**src/rtl/dws_pkg.sv**
```systemverilog
// Package for the deque-with-search block: sizes, request and status codes,
// state type and the ring index helper. No dependencies.
package dws_pkg;

  localparam int CAPACITY = 16;
  localparam int IDX_W    = (CAPACITY > 1) ? $clog2(CAPACITY) : 1;
  localparam int CNT_W    = $clog2(CAPACITY + 1);
  localparam int SUM_W    = IDX_W + 1;
  localparam int DATA_W   = 32;
  localparam int KIND_W   = 3;
  localparam int STAT_W   = 2;
  localparam int POS_W    = 5;

  typedef logic [IDX_W-1:0]  idx_t;
  typedef logic [CNT_W-1:0]  cnt_t;
  typedef logic [DATA_W-1:0] data_t;

  localparam logic [KIND_W-1:0] K_INS_FRONT = 3'd0;
  localparam logic [KIND_W-1:0] K_INS_BACK  = 3'd1;
  localparam logic [KIND_W-1:0] K_REM_FRONT = 3'd2;
  localparam logic [KIND_W-1:0] K_REM_BACK  = 3'd3;
  localparam logic [KIND_W-1:0] K_SEARCH    = 3'd4;

  localparam logic [STAT_W-1:0] ST_OK       = 2'd0;
  localparam logic [STAT_W-1:0] ST_EMPTY    = 2'd1;
  localparam logic [STAT_W-1:0] ST_FULL     = 2'd2;
  localparam logic [STAT_W-1:0] ST_NOTFOUND = 2'd3;

  typedef enum logic [1:0] {
    S_IDLE,
    S_SCAN,
    S_DONE
  } dws_state_t;

  // Write and read port request towards the entry memory.
  typedef struct packed {
    logic  we;
    idx_t  waddr;
    data_t wdata;
    idx_t  raddr;
  } ram_req_t;

  // Finished result of one request.
  typedef struct packed {
    logic [STAT_W-1:0] status;
    logic [POS_W-1:0]  position;
  } res_t;

  // Slot that lies off places behind front, wrapped round the ring.
  // front < CAPACITY and off <= CAPACITY, so one subtract suffices.
  function automatic idx_t slot_of(idx_t front, cnt_t off);
    logic [SUM_W-1:0] sum;
    sum = SUM_W'(front) + SUM_W'(off);
    if (sum >= SUM_W'(CAPACITY)) begin
      sum = sum - SUM_W'(CAPACITY);
    end
    return IDX_W'(sum);
  endfunction

endpackage

```
**src/rtl/dws_channels.sv**
```systemverilog
// Request and result channel interfaces of the deque-with-search block.
// Depends on dws_pkg.
interface dws_req_if import dws_pkg::*; ();
  logic                     valid;
  logic                     ready;
  logic [KIND_W-1:0]        kind;
  logic signed [DATA_W-1:0] value;

  modport source (output valid, output kind, output value, input ready);
  modport sink   (input valid, input kind, input value, output ready);
endinterface

interface dws_rsp_if import dws_pkg::*; ();
  logic              valid;
  logic              ready;
  logic [STAT_W-1:0] status;
  logic [POS_W-1:0]  position;

  modport source (output valid, output status, output position, input ready);
  modport sink   (input valid, input status, input position, output ready);
endinterface

```
**src/rtl/dws_ram.sv**
```systemverilog
// Entry memory of the deque: one write port, one read port, registered read.
// Depends on dws_pkg.
module dws_ram import dws_pkg::*; (
  input  logic     clk,
  input  ram_req_t req,
  output data_t    rd_data
);

  data_t mem [CAPACITY];

  always_ff @(posedge clk) begin
    if (req.we) begin
      mem[req.waddr] <= req.wdata;
    end
  end

  always_ff @(posedge clk) begin
    rd_data <= mem[req.raddr];
  end

endmodule

```
**src/rtl/dws_ctrl.sv**
```systemverilog
// Request sequencer of the deque: front index, element count and the
// search walk over the entry memory. Depends on dws_pkg.
module dws_ctrl import dws_pkg::*; (
  input  logic              clk,
  input  logic              rst_n,
  input  logic              in_valid,
  output logic              in_ready,
  input  logic [KIND_W-1:0] in_kind,
  input  data_t             in_value,
  output ram_req_t          ram_req,
  input  data_t             rd_data,
  output logic              res_valid,
  input  logic              res_ready,
  output res_t              res
);

  dws_state_t        state_r, state_nxt;
  idx_t              front_r, front_nxt;
  cnt_t              count_r, count_nxt;
  cnt_t              idx_r, idx_nxt;
  data_t             key_r, key_nxt;
  logic [STAT_W-1:0] status_r, status_nxt;
  logic [POS_W-1:0]  pos_r, pos_nxt;

  logic is_full, is_empty, accept;
  cnt_t idx_inc;

  assign is_full  = (count_r == CNT_W'(CAPACITY));
  assign is_empty = (count_r == '0);
  assign accept   = in_valid && in_ready;
  assign idx_inc  = idx_r + CNT_W'(1);

  always_ff @(posedge clk) begin
    if (!rst_n) begin
      state_r <= S_IDLE;
      front_r <= '0;
      count_r <= '0;
    end else begin
      state_r <= state_nxt;
      front_r <= front_nxt;
      count_r <= count_nxt;
    end
  end

  always_ff @(posedge clk) begin
    idx_r    <= idx_nxt;
    key_r    <= key_nxt;
    status_r <= status_nxt;
    pos_r    <= pos_nxt;
  end

  always_comb begin
    state_nxt     = state_r;
    front_nxt     = front_r;
    count_nxt     = count_r;
    idx_nxt       = idx_r;
    key_nxt       = key_r;
    status_nxt    = status_r;
    pos_nxt       = pos_r;
    in_ready      = 1'b0;
    res_valid     = 1'b0;
    ram_req.we    = 1'b0;
    ram_req.waddr = front_r;
    ram_req.wdata = in_value;
    ram_req.raddr = front_r;

    unique case (state_r)
      S_IDLE: begin
        in_ready = 1'b1;
        if (accept) begin
          status_nxt = ST_OK;
          pos_nxt    = '0;
          state_nxt  = S_DONE;
          unique case (in_kind)
            K_INS_FRONT: begin
              if (is_full) begin
                status_nxt = ST_FULL;
              end else begin
                front_nxt     = (front_r == '0) ? IDX_W'(CAPACITY - 1) : front_r - IDX_W'(1);
                ram_req.we    = 1'b1;
                ram_req.waddr = front_nxt;
                count_nxt     = count_r + CNT_W'(1);
              end
            end
            K_INS_BACK: begin
              if (is_full) begin
                status_nxt = ST_FULL;
              end else begin
                ram_req.we    = 1'b1;
                ram_req.waddr = slot_of(front_r, count_r);
                count_nxt     = count_r + CNT_W'(1);
              end
            end
            K_REM_FRONT: begin
              if (is_empty) begin
                status_nxt = ST_EMPTY;
              end else begin
                front_nxt = slot_of(front_r, CNT_W'(1));
                count_nxt = count_r - CNT_W'(1);
              end
            end
            K_REM_BACK: begin
              if (is_empty) begin
                status_nxt = ST_EMPTY;
              end else begin
                count_nxt = count_r - CNT_W'(1);
              end
            end
            K_SEARCH: begin
              if (is_empty) begin
                status_nxt = ST_NOTFOUND;
              end else begin
                // The front entry is read now and compared next cycle.
                idx_nxt   = '0;
                key_nxt   = in_value;
                state_nxt = S_SCAN;
              end
            end
            default: begin
              // Unused kind codes change nothing and report success.
            end
          endcase
        end
      end
      S_SCAN: begin
        // rd_data holds the entry at offset idx_r; the next one is fetched
        // ahead and simply dropped if the walk stops here.
        ram_req.raddr = slot_of(front_r, idx_inc);
        idx_nxt       = idx_inc;
        if (rd_data == key_r) begin
          status_nxt = ST_OK;
          pos_nxt    = POS_W'(idx_inc);
          state_nxt  = S_DONE;
        end else if (idx_inc == count_r) begin
          status_nxt = ST_NOTFOUND;
          pos_nxt    = '0;
          state_nxt  = S_DONE;
        end
      end
      S_DONE: begin
        res_valid = 1'b1;
        if (res_ready) begin
          state_nxt = S_IDLE;
        end
      end
      default: begin
        state_nxt = S_IDLE;
      end
    endcase
  end

  assign res.status   = status_r;
  assign res.position = pos_r;

endmodule

```
**src/rtl/deque_with_search_core.sv**
```systemverilog
// Top level of the deque-with-search block: entry memory, sequencer and
// result register. Depends on dws_pkg, dws_channels, dws_ram and dws_ctrl.
//
// A bounded double-ended queue of CAPACITY signed 32-bit values held in a
// ring in one synchronous memory. Each request inserts at the front or back,
// removes from the front or back, or searches for a key, and each gives
// exactly one result with a status (ok, empty, full, not found) and, for a
// successful search, the 1-based position of the first match from the
// front. Requests are handled one at a time. An insert, a removal, an unused
// kind code or a search of an empty list is accepted, its result is registered
// in the sequencer and moves into the output register, which drives the result
// channel, as soon as that register is free; the block takes its next request
// the cycle after that result has moved into the output register. A search
// reads one stored entry per cycle through the single memory read port. The
// output register lets a new request be accepted while the previous result
// still waits for the sink. The memory needs no clearing after reset: only
// occupied slots are ever compared.
module deque_with_search_core import dws_pkg::*; (
  input  logic clk,
  input  logic rst_n,
  dws_req_if.sink   in_ch,
  dws_rsp_if.source out_ch
);

  ram_req_t ram_req;
  data_t    rd_data;
  logic     res_valid;
  logic     res_ready;
  res_t     res;

  logic              out_valid_r;
  logic [STAT_W-1:0] out_status_r;
  logic [POS_W-1:0]  out_position_r;

  // The sequencer is the only writer and reader of the memory, and it never
  // uses read data of a slot that it wrote in the same cycle, so no forwarding
  // path is needed.
  dws_ram u_ram (
    .clk     (clk),
    .req     (ram_req),
    .rd_data (rd_data)
  );

  dws_ctrl u_ctrl (
    .clk       (clk),
    .rst_n     (rst_n),
    .in_valid  (in_ch.valid),
    .in_ready  (in_ch.ready),
    .in_kind   (in_ch.kind),
    .in_value  (data_t'(in_ch.value)),
    .ram_req   (ram_req),
    .rd_data   (rd_data),
    .res_valid (res_valid),
    .res_ready (res_ready),
    .res       (res)
  );

  // The result register takes a new result whenever it is empty or is being
  // emptied in the same cycle.
  assign res_ready = !out_valid_r || out_ch.ready;

  always_ff @(posedge clk) begin
    if (!rst_n) begin
      out_valid_r <= 1'b0;
    end else if (res_valid && res_ready) begin
      out_valid_r <= 1'b1;
    end else if (out_ch.ready) begin
      out_valid_r <= 1'b0;
    end
  end

  always_ff @(posedge clk) begin
    if (res_valid && res_ready) begin
      out_status_r   <= res.status;
      out_position_r <= res.position;
    end
  end

  assign out_ch.valid    = out_valid_r;
  assign out_ch.status   = out_status_r;
  assign out_ch.position = out_position_r;

endmodule

```
**src/flat_wrapper.sv**
```systemverilog
// flat-port wrapper written by rule: the top's interface ports become plain ports
module deque_with_search_core_flat import dws_pkg::*;
  (clk, rst_n, in_ch_valid, in_ch_kind, in_ch_value, in_ch_ready, out_ch_valid, out_ch_status, out_ch_position, out_ch_ready);
  dws_req_if in_ch_i ();
  dws_rsp_if out_ch_i ();
  input  logic clk;
  input  logic rst_n;
  input wire logic [$bits(in_ch_i.valid)-1:0] in_ch_valid;
  input wire logic [$bits(in_ch_i.kind)-1:0] in_ch_kind;
  input wire logic [$bits(in_ch_i.value)-1:0] in_ch_value;
  output wire logic [$bits(in_ch_i.ready)-1:0] in_ch_ready;
  output wire logic [$bits(out_ch_i.valid)-1:0] out_ch_valid;
  output wire logic [$bits(out_ch_i.status)-1:0] out_ch_status;
  output wire logic [$bits(out_ch_i.position)-1:0] out_ch_position;
  input wire logic [$bits(out_ch_i.ready)-1:0] out_ch_ready;
  assign in_ch_i.valid = in_ch_valid;
  assign in_ch_i.kind = in_ch_kind;
  assign in_ch_i.value = in_ch_value;
  assign in_ch_ready = in_ch_i.ready;
  assign out_ch_valid = out_ch_i.valid;
  assign out_ch_status = out_ch_i.status;
  assign out_ch_position = out_ch_i.position;
  assign out_ch_i.ready = out_ch_ready;
  deque_with_search_core u_core (.clk(clk), .rst_n(rst_n), .in_ch(in_ch_i), .out_ch(out_ch_i));
endmodule
```
**config.mk**
```make
export PLATFORM = sky130hd
export DESIGN_NAME = deque_with_search_core_flat
export DESIGN_NICKNAME = d
export VERILOG_FILES = /design/src/rtl/dws_pkg.sv /design/src/rtl/dws_channels.sv /design/src/rtl/dws_ram.sv /design/src/rtl/dws_ctrl.sv /design/src/rtl/deque_with_search_core.sv /design/src/flat_wrapper.sv
export SDC_FILE = /design/constraint.sdc
export NUM_CORES = 1
export LEC_CHECK = 0
export BUFFER_PORTS_ARGS = -buffer_cell sky130_fd_sc_hd__buf_2
export CAP_MARGIN = 5
export CORE_MARGIN = 2
export CORE_UTILIZATION = 55
export DETAILED_ROUTE_END_ITERATION = 6
export GPL_ROUTABILITY_DRIVEN = 0
export PLACE_DENSITY = 0.68
export REMOVE_ABC_BUFFERS = 1
export SYNTH_ARGS = -nofsm -noshare
export SYNTH_HDL_FRONTEND = slang
export SYNTH_SLANG_ARGS = --single-unit
```
**constraint.sdc**
```tcl
create_clock -name clk -period 7.3 [get_ports clk]
set_input_delay 0.73 -clock clk [delete_from_list [all_inputs] [get_ports clk]]
set_output_delay 0.73 -clock clk [all_outputs]
set_load 0.005 [all_outputs]
```
==> Word-level counts from Yosys, hierarchy flattened <==
Memory sizes are Yosys's and may differ from the RTL's. A register that Yosys moved wholly into a read port is not among the register bits.
Cells that the tools add are included.
{ "totals": {"register_bits": 63, "ram_bits": 512, "inputBits": 39, "out_inout_bits": 9, "word_cells": 108, "mem_count": 1} }
{ "classes": {"addsub": 10, "order_cmp": 3, "n_eq_ne": 18, "mux": 45, "bitwise_logic": 1, "reduce_logical": 20} }
{ "mem_list": {"columns": ["memory", "words", "word_bits", "rd", "rd_clocked_by_memory_dff", "write_ports", "line_no", "rtl"], "rows": [
  ["u_core.u_ram.mem", 16, 32, 1, 1, 1, "dws_ram.sv:9", "data_t mem [CAPACITY];"]
]} }
{ "ops": {"columns": ["cell", "count"], "rows": [
  ["two-way mux 5 bit", 12],
  ["case mux 5 bit (2 select lines)", 4],
  ["equality test 32 bit", 1],
  ["two-way mux 4 bit", 7],
  ["two-way mux 2 bit", 11],
  ["subtractor 4 x 1 -> 4 bit (second input constant)", 4],
  [">= comparator 5 bit (second input constant)", 3],
  ["!= test 2 bit (second input constant)", 6],
  ["case mux 2 bit (3 select lines)", 2],
  ["adder 4 x 5 -> 5 bit", 2],
  ["adder 5 x 1 -> 5 bit (second input constant)", 2],
  ["AND reduction 5 bit", 2],
  ["case mux 4 bit (2 select lines)", 1],
  ["AND reduction 4 bit", 2],
  ["nonzero test 2 bit", 4],
  ["two-way mux 1 bit", 7],
  ["equality test 3 x 2 -> 1 bit (second input constant)", 2],
  ["AND reduction 3 bit", 2],
  ["adder 4 x 1 -> 5 bit (second input constant)", 1],
  ["equality test 5 bit", 1],
  ["equality test 5 bit (second input constant)", 1],
  ["logical NOT 5 bit", 1],
  ["subtractor 5 x 1 -> 5 bit (second input constant)", 1],
  ["logical NOT 4 bit", 1],
  ["other kinds (14)", 17]
]} }

==> Logic depth before layout (Yosys ltp) <==
{ "depth": {"ltp_word": 9, "mapped_depth": 11, "depth_no_buf": 10} }

==> By module <==
A second synthesis with hierarchy kept.
{ "unflattened": {"hier_cells": 1143, "area_unflattened_um2": 23333.6} }
{ "modules_own_cells": {"columns": ["mod", "instances", "cells_per_inst", "area_per_inst_um2", "seq_area_each_um2"], "rows": [
  ["dws_ram", 1, 838, 19835.3, 16015.4],
  ["dws_ctrl", 1, 293, 3230.6, 1541.5],
  ["deque_with_search_core", 1, 12, 267.8, 230.2]
]} }

==> Worst setup path before layout <==
Ideal clock, no wire load.
{ "synth_timing": {"kind": "input -> register", "startpoint": "input in_ch_valid", "endpoint": "memory u_core.u_ram.mem[0][0] (netlist bit) (enable)", "setup_ns": 0.461, "arrival_time_ns": 4.366, "path_slack_ns": 2.473, "path_stages": 7, "n_path_buf": 1, "path_cell_list": "or3b_1 > buf_2 > a2111oi_4 > o21ai_1 > a22oi_2 > nand2_1 > nor3_1"} }
{ "synth_between": {"elab_chain_len": 5} }
{ "synth_lines": {"columns": ["item", "line_no", "rtl"], "rows": [
  ["from (decl)", "flat_wrapper.sv:8", "input wire logic [$bits(in_ch_i.valid)-1:0] in_ch_valid;"],
  ["logical AND 1 bit *", "dws_ctrl.sv:30", "assign accept = in_valid && in_ready;"],
  ["two-way mux 5 bit *", "dws_ctrl.sv:70", "if (accept) begin"],
  ["two-way mux 5 bit *", "dws_ctrl.sv:67", "unique case (state_r)"],
  ["two-way mux 1 bit", "dws_ram.sv:12", "if (req.we) begin"],
  ["two-way mux 1 bit (implied by the code)", "dws_ram.sv:13", "mem[req.waddr] <= req.wdata;"],
  ["to (decl)", "dws_ram.sv:9", null]
]} }
Every way passes the cells marked *; elsewhere a longest branch is shown, timed or not.

==> Worst setup path after layout <==
{ "layout_timing": {"startpoint": "register u_core.u_ctrl.idx_r[0]", "endpoint": "register u_core.u_ram.rd_data[9] (read register of u_core.u_ram.mem)"} }
{ "layout_between": {"elab_chain_len": 5} }
{ "layout_lines": {"columns": ["item", "line_no", "rtl"], "rows": [
  ["from (decl)", "dws_ctrl.sv:20", "cnt_t idx_r, idx_nxt;"],
  ["from (signal assigned)", "dws_ctrl.sv:46", "idx_r <= idx_nxt;"],
  ["adder 5 x 1 -> 5 bit *", "dws_ctrl.sv:31", "assign idx_inc = idx_r + CNT_W'(1);"],
  ["net u_core.u_ctrl.idx_inc[2]", "dws_ctrl.sv:26", "cnt_t idx_inc;"],
  ["adder 4 x 5 -> 5 bit *", "dws_pkg.sv:53", "sum = SUM_W'(front) + SUM_W'(off);"],
  ["subtractor 4 x 1 -> 4 bit / >= comparator 5 bit (equally long branches)", "dws_pkg.sv:55, dws_pkg.sv:54", null],
  ["two-way mux 4 bit *", "dws_pkg.sv:54", "if (sum >= SUM_W'(CAPACITY)) begin"],
  ["two-way mux 4 bit *", "dws_ctrl.sv:67", null],
  ["to (decl)", "dws_ram.sv:6", "output data_t rd_data"]
]} }
The timed path passes the listed nets; every way through them passes the cells marked *.
A chain may end at the register's enable or synchronous reset.

==> results.cfg <==
[floorplanning]
core_um2 = 42900
start_util_pct = 55.5
die_h_um = 212
ios = 48
num_rows = 76
die_x_um = 212
die_area_um2 = 45000

[global_route]
grt_start_max_net_pins = 155
grt_pass1_vias = 12400
grt_antenna_before_repair = 2
met1_usage_pct = 29.9
use_met3_pct = 3.66
gr-usage-met2_pct = 36.0
grt_overflow = 0
grtUsageTotal_pct = 21.8
busiest_layer = met2
grt_pass1_wl_um = 73200

[timing]
fin_skew_ns = 0.0136
layout_min_cycle_time_ns = 4.00
fmax_mhz = 250
rsz0062_at_grt = false
timing.hold.ws_ns = 0.398
fin_crit_sh_pct = 54.8
finalSetupViolCount = 0
slew_headroom_pct = 22.0
worst_slack_ns = 3.30
worstMarginPinSlew_ns = 1.17
fin_setup_tns_ns = 0
maxSlewViolCount = 0
hold_viol_final = 0

[pwr]
clockPowerShare_pct = 42.8
internal_power_mw = 5.84
combPwrFrac_pct = 4.7
p_sw_mw = 1.53
powerDensity_nw_per_um2 = 274
p_leak_nw = 10.4
seqPwrFrac_pct = 52.5
ir_worst_vdd_v = 0.000223
switching_share_pct = 20.7

[cts]
clkSlewWorstSetupHoldPaths_ns = 0.06
clock_path_buffers = 3
clock-sinks = 607
tritoncts = built
cts_setup_buffers = 0
numCtsBuffers = 59
clkLatencyLatePin_ns = 0.63
cts_resized = 0
cts_hold_buf = 0
ctsHtreeMaxLevel = 2
root_buffer = clkbuf_16

[logic_synthesis]
yosys_warnings = 0
netlist_area_um2 = 23800
yosysUniqueCellTypes = 54
yosysSeqAreaShare_pct = 74.7
avgSynthCellArea_um2 = 17.1
ys_async_sr_fraction_pct = 0
yosys_most_used_dff = edfxtp_1
synthCells = 1395
ys_ff_latch = 607
synth_edf_count = 563

[run_status]
outcome = finished, final reports clean

[routing]
vias = 12300
drc = 0
drtIter0Drc = 990
drtAntennaViolNets = 0
drt_first_pass_iters = 6
wl_per_cell_um = 22.8
wl_um = 47900
viasPerCell = 5.85

[worst_hold_path]
min_to = u_core.out_ch.valid
min_from = out_ch_ready
hold_class = primary input to flip-flop
hold_depth = 3

[worst_setup_path]
r2r_end = u_core.u_ram.rd_data[9]
crit_fanout = 47
end_kind = flip-flop
reg2reg_slack_ns = 3.30
worstPathArrival_ns = 4.45
r2r-start = u_core.u_ctrl.idx_r[0]
start_kind = flip-flop
critPathKind = flip-flop to flip-flop
reg2reg_depth = 11
crit_chain = ha_1 > xnor2_1 > inv_1 > ha_1 > xor2_1 > mux2i_1 > nor2_4 > buf_4 > a22oi_1 > a21oi_1 > a21oi_1
max_stage_delay_ns = 0.71
required_ns = 7.75
slowest_stage = buf_4

[cells_and_area]
drive_gt1_share_pct = 13.4
final_util_pct = 62.6
fin_nets = 1522
multiInputGateArea_um2 = 5770
fillerInstances = 3060
final_common_cell = edfxtp_1
areaGrowthSynthToFinish_pct = 12.8
regArea_um2 = 17800
design_area_um2 = 26900
final_cell_mix = edfxtp_1 (563), mux2i_1 (265), a22oi_1 (128), a21oi_1 (75), clkbuf_16 (59)

[placement]
dp_slack_ns = 3.08
dp_hpwl_um = 25800
io_buffers = 47
post_dp_cell_area_um2 = 24800

[flow_run]
maxCapViolCount = 0
==> worst max path at each step <==
stage                                           to                startpoint
after floorplan           u_core.u_ram.rd_data[30]  u_core.u_ctrl.state_r[0]
after global placement     u_core.u_ram.mem[9][24]               in_ch_valid
after detailed placement   u_core.u_ram.mem[9][24]               in_ch_valid
after CTS                  u_core.u_ram.rd_data[8]    u_core.u_ctrl.idx_r[0]
after global routing      u_core.u_ram.rd_data[29]    u_core.u_ctrl.idx_r[0]
final                      u_core.u_ram.rd_data[9]    u_core.u_ctrl.idx_r[0]
==> cells by family after synthesis <==
family	after synthesis	share of synthesized area (%)
multiplexers	269	11.3
flip-flops	607	74.7
XOR/XNOR	52	1.91
adder cells (fa/ha/maj)	15	0.883
AND/OR/NAND/NOR	137	2.78
buffers and inverters	80	1.64
AO/OA/AOI/OAI	235	6.73
==> power by group through the flow <==
stage	Combinational, mW	Clock (mW)	Sequential (mW)
floorplan	0.353	0	3.94
global placement	0.337	0	3.94
detailed placement	0.344	0	3.94
CTS	0.347	3.21	3.87
global route	0.376	3.33	3.87
finish	0.344	3.15	3.87
==> routing by layer <==
| layer | part of all wire (%) | vias up |
|---|---|---|
| li1 | - | 5642 |
| met1 | 44 | 6286 |
| met2 | 49 | 295 |
| met3 | 4.9 | 75 |
| met4 | 2.3 | 2 |
| met5 | 0.0042 | - |
==> critical path: cells and delay by family (launching register included) <==
kind | cells | cell delay, ns
XOR/XNOR | 2 | 0.56
adder cells (fa/ha/maj) | 2 | 0.63
AND/OR/NAND/NOR | 1 | 0.56
AO/OA/AOI/OAI | 3 | 0.50
multiplexers | 1 | 0.21
buffers and inverters | 2 | 0.84
flip-flops | 1 | 0.49
==> sequential cells by signal (all words and copies together), names as in the netlist <==
name                    count
u_core.u_ram.mem          512
u_core.u_ctrl.status_r      2
u_core.u_ctrl.count_r       5
u_core.u_ctrl.idx_r         5
u_core.out_ch.status        2
u_core.out_ch.valid         1
u_core.u_ctrl.key_r        32
u_core.u_ram.rd_data       32
u_core.u_ctrl.front_r       4
u_core.out_ch.position      5
u_core.u_ctrl.pos_r         5
u_core.u_ctrl.state_r       2
==> cell usage after synthesis (all sizes together), types with 3 or more instances <==
cell type / number / area share, %
a21boi: 7 / 0.22
nand3: 9 / 0.19
nand2: 50 / 0.79
or3: 3 / 0.079
nand4: 8 / 0.21
nor3: 20 / 0.46
o31ai: 3 / 0.095
inv: 11 / 0.17
nand2b: 5 / 0.13
nor2b: 5 / 0.13
a22oi: 129 / 4.1
clkbuf: 30 / 0.47
ha: 12 / 0.63
mux2i: 266 / 11
nor4: 3 / 0.11
mux2: 3 / 0.14
o21ai: 5 / 0.11
edfxtp: 563 / 71
fa: 3 / 0.25
xor2: 8 / 0.29
a21oi: 75 / 1.6
a21o: 3 / 0.095
xnor2: 44 / 1.6
buf: 39 / 0.99
nor2: 25 / 0.40
dfxtp: 44 / 3.7
==> per-stage QoR <==
step	instances	total power [mW]
after CTS	2103	7.42
after floorplan	1326	4.29
final	2104	7.36
after detailed placement	1992	4.29
after global placement	1992	4.28
after global routing	2103	7.58
==> final cells by class <==
class / count / share of cell area [%]
antenna: 1 / 0.00932
clock buffer: 69 / 5.71
clock inverter: 42 / 1.83
inverter: 11 / 0.154
multi-input combinational: 708 / 21.5
sequential: 607 / 66.2
tap: 585 / 2.73
timing repair buffer: 81 / 1.87
Power figures use the tool's default switching activity.
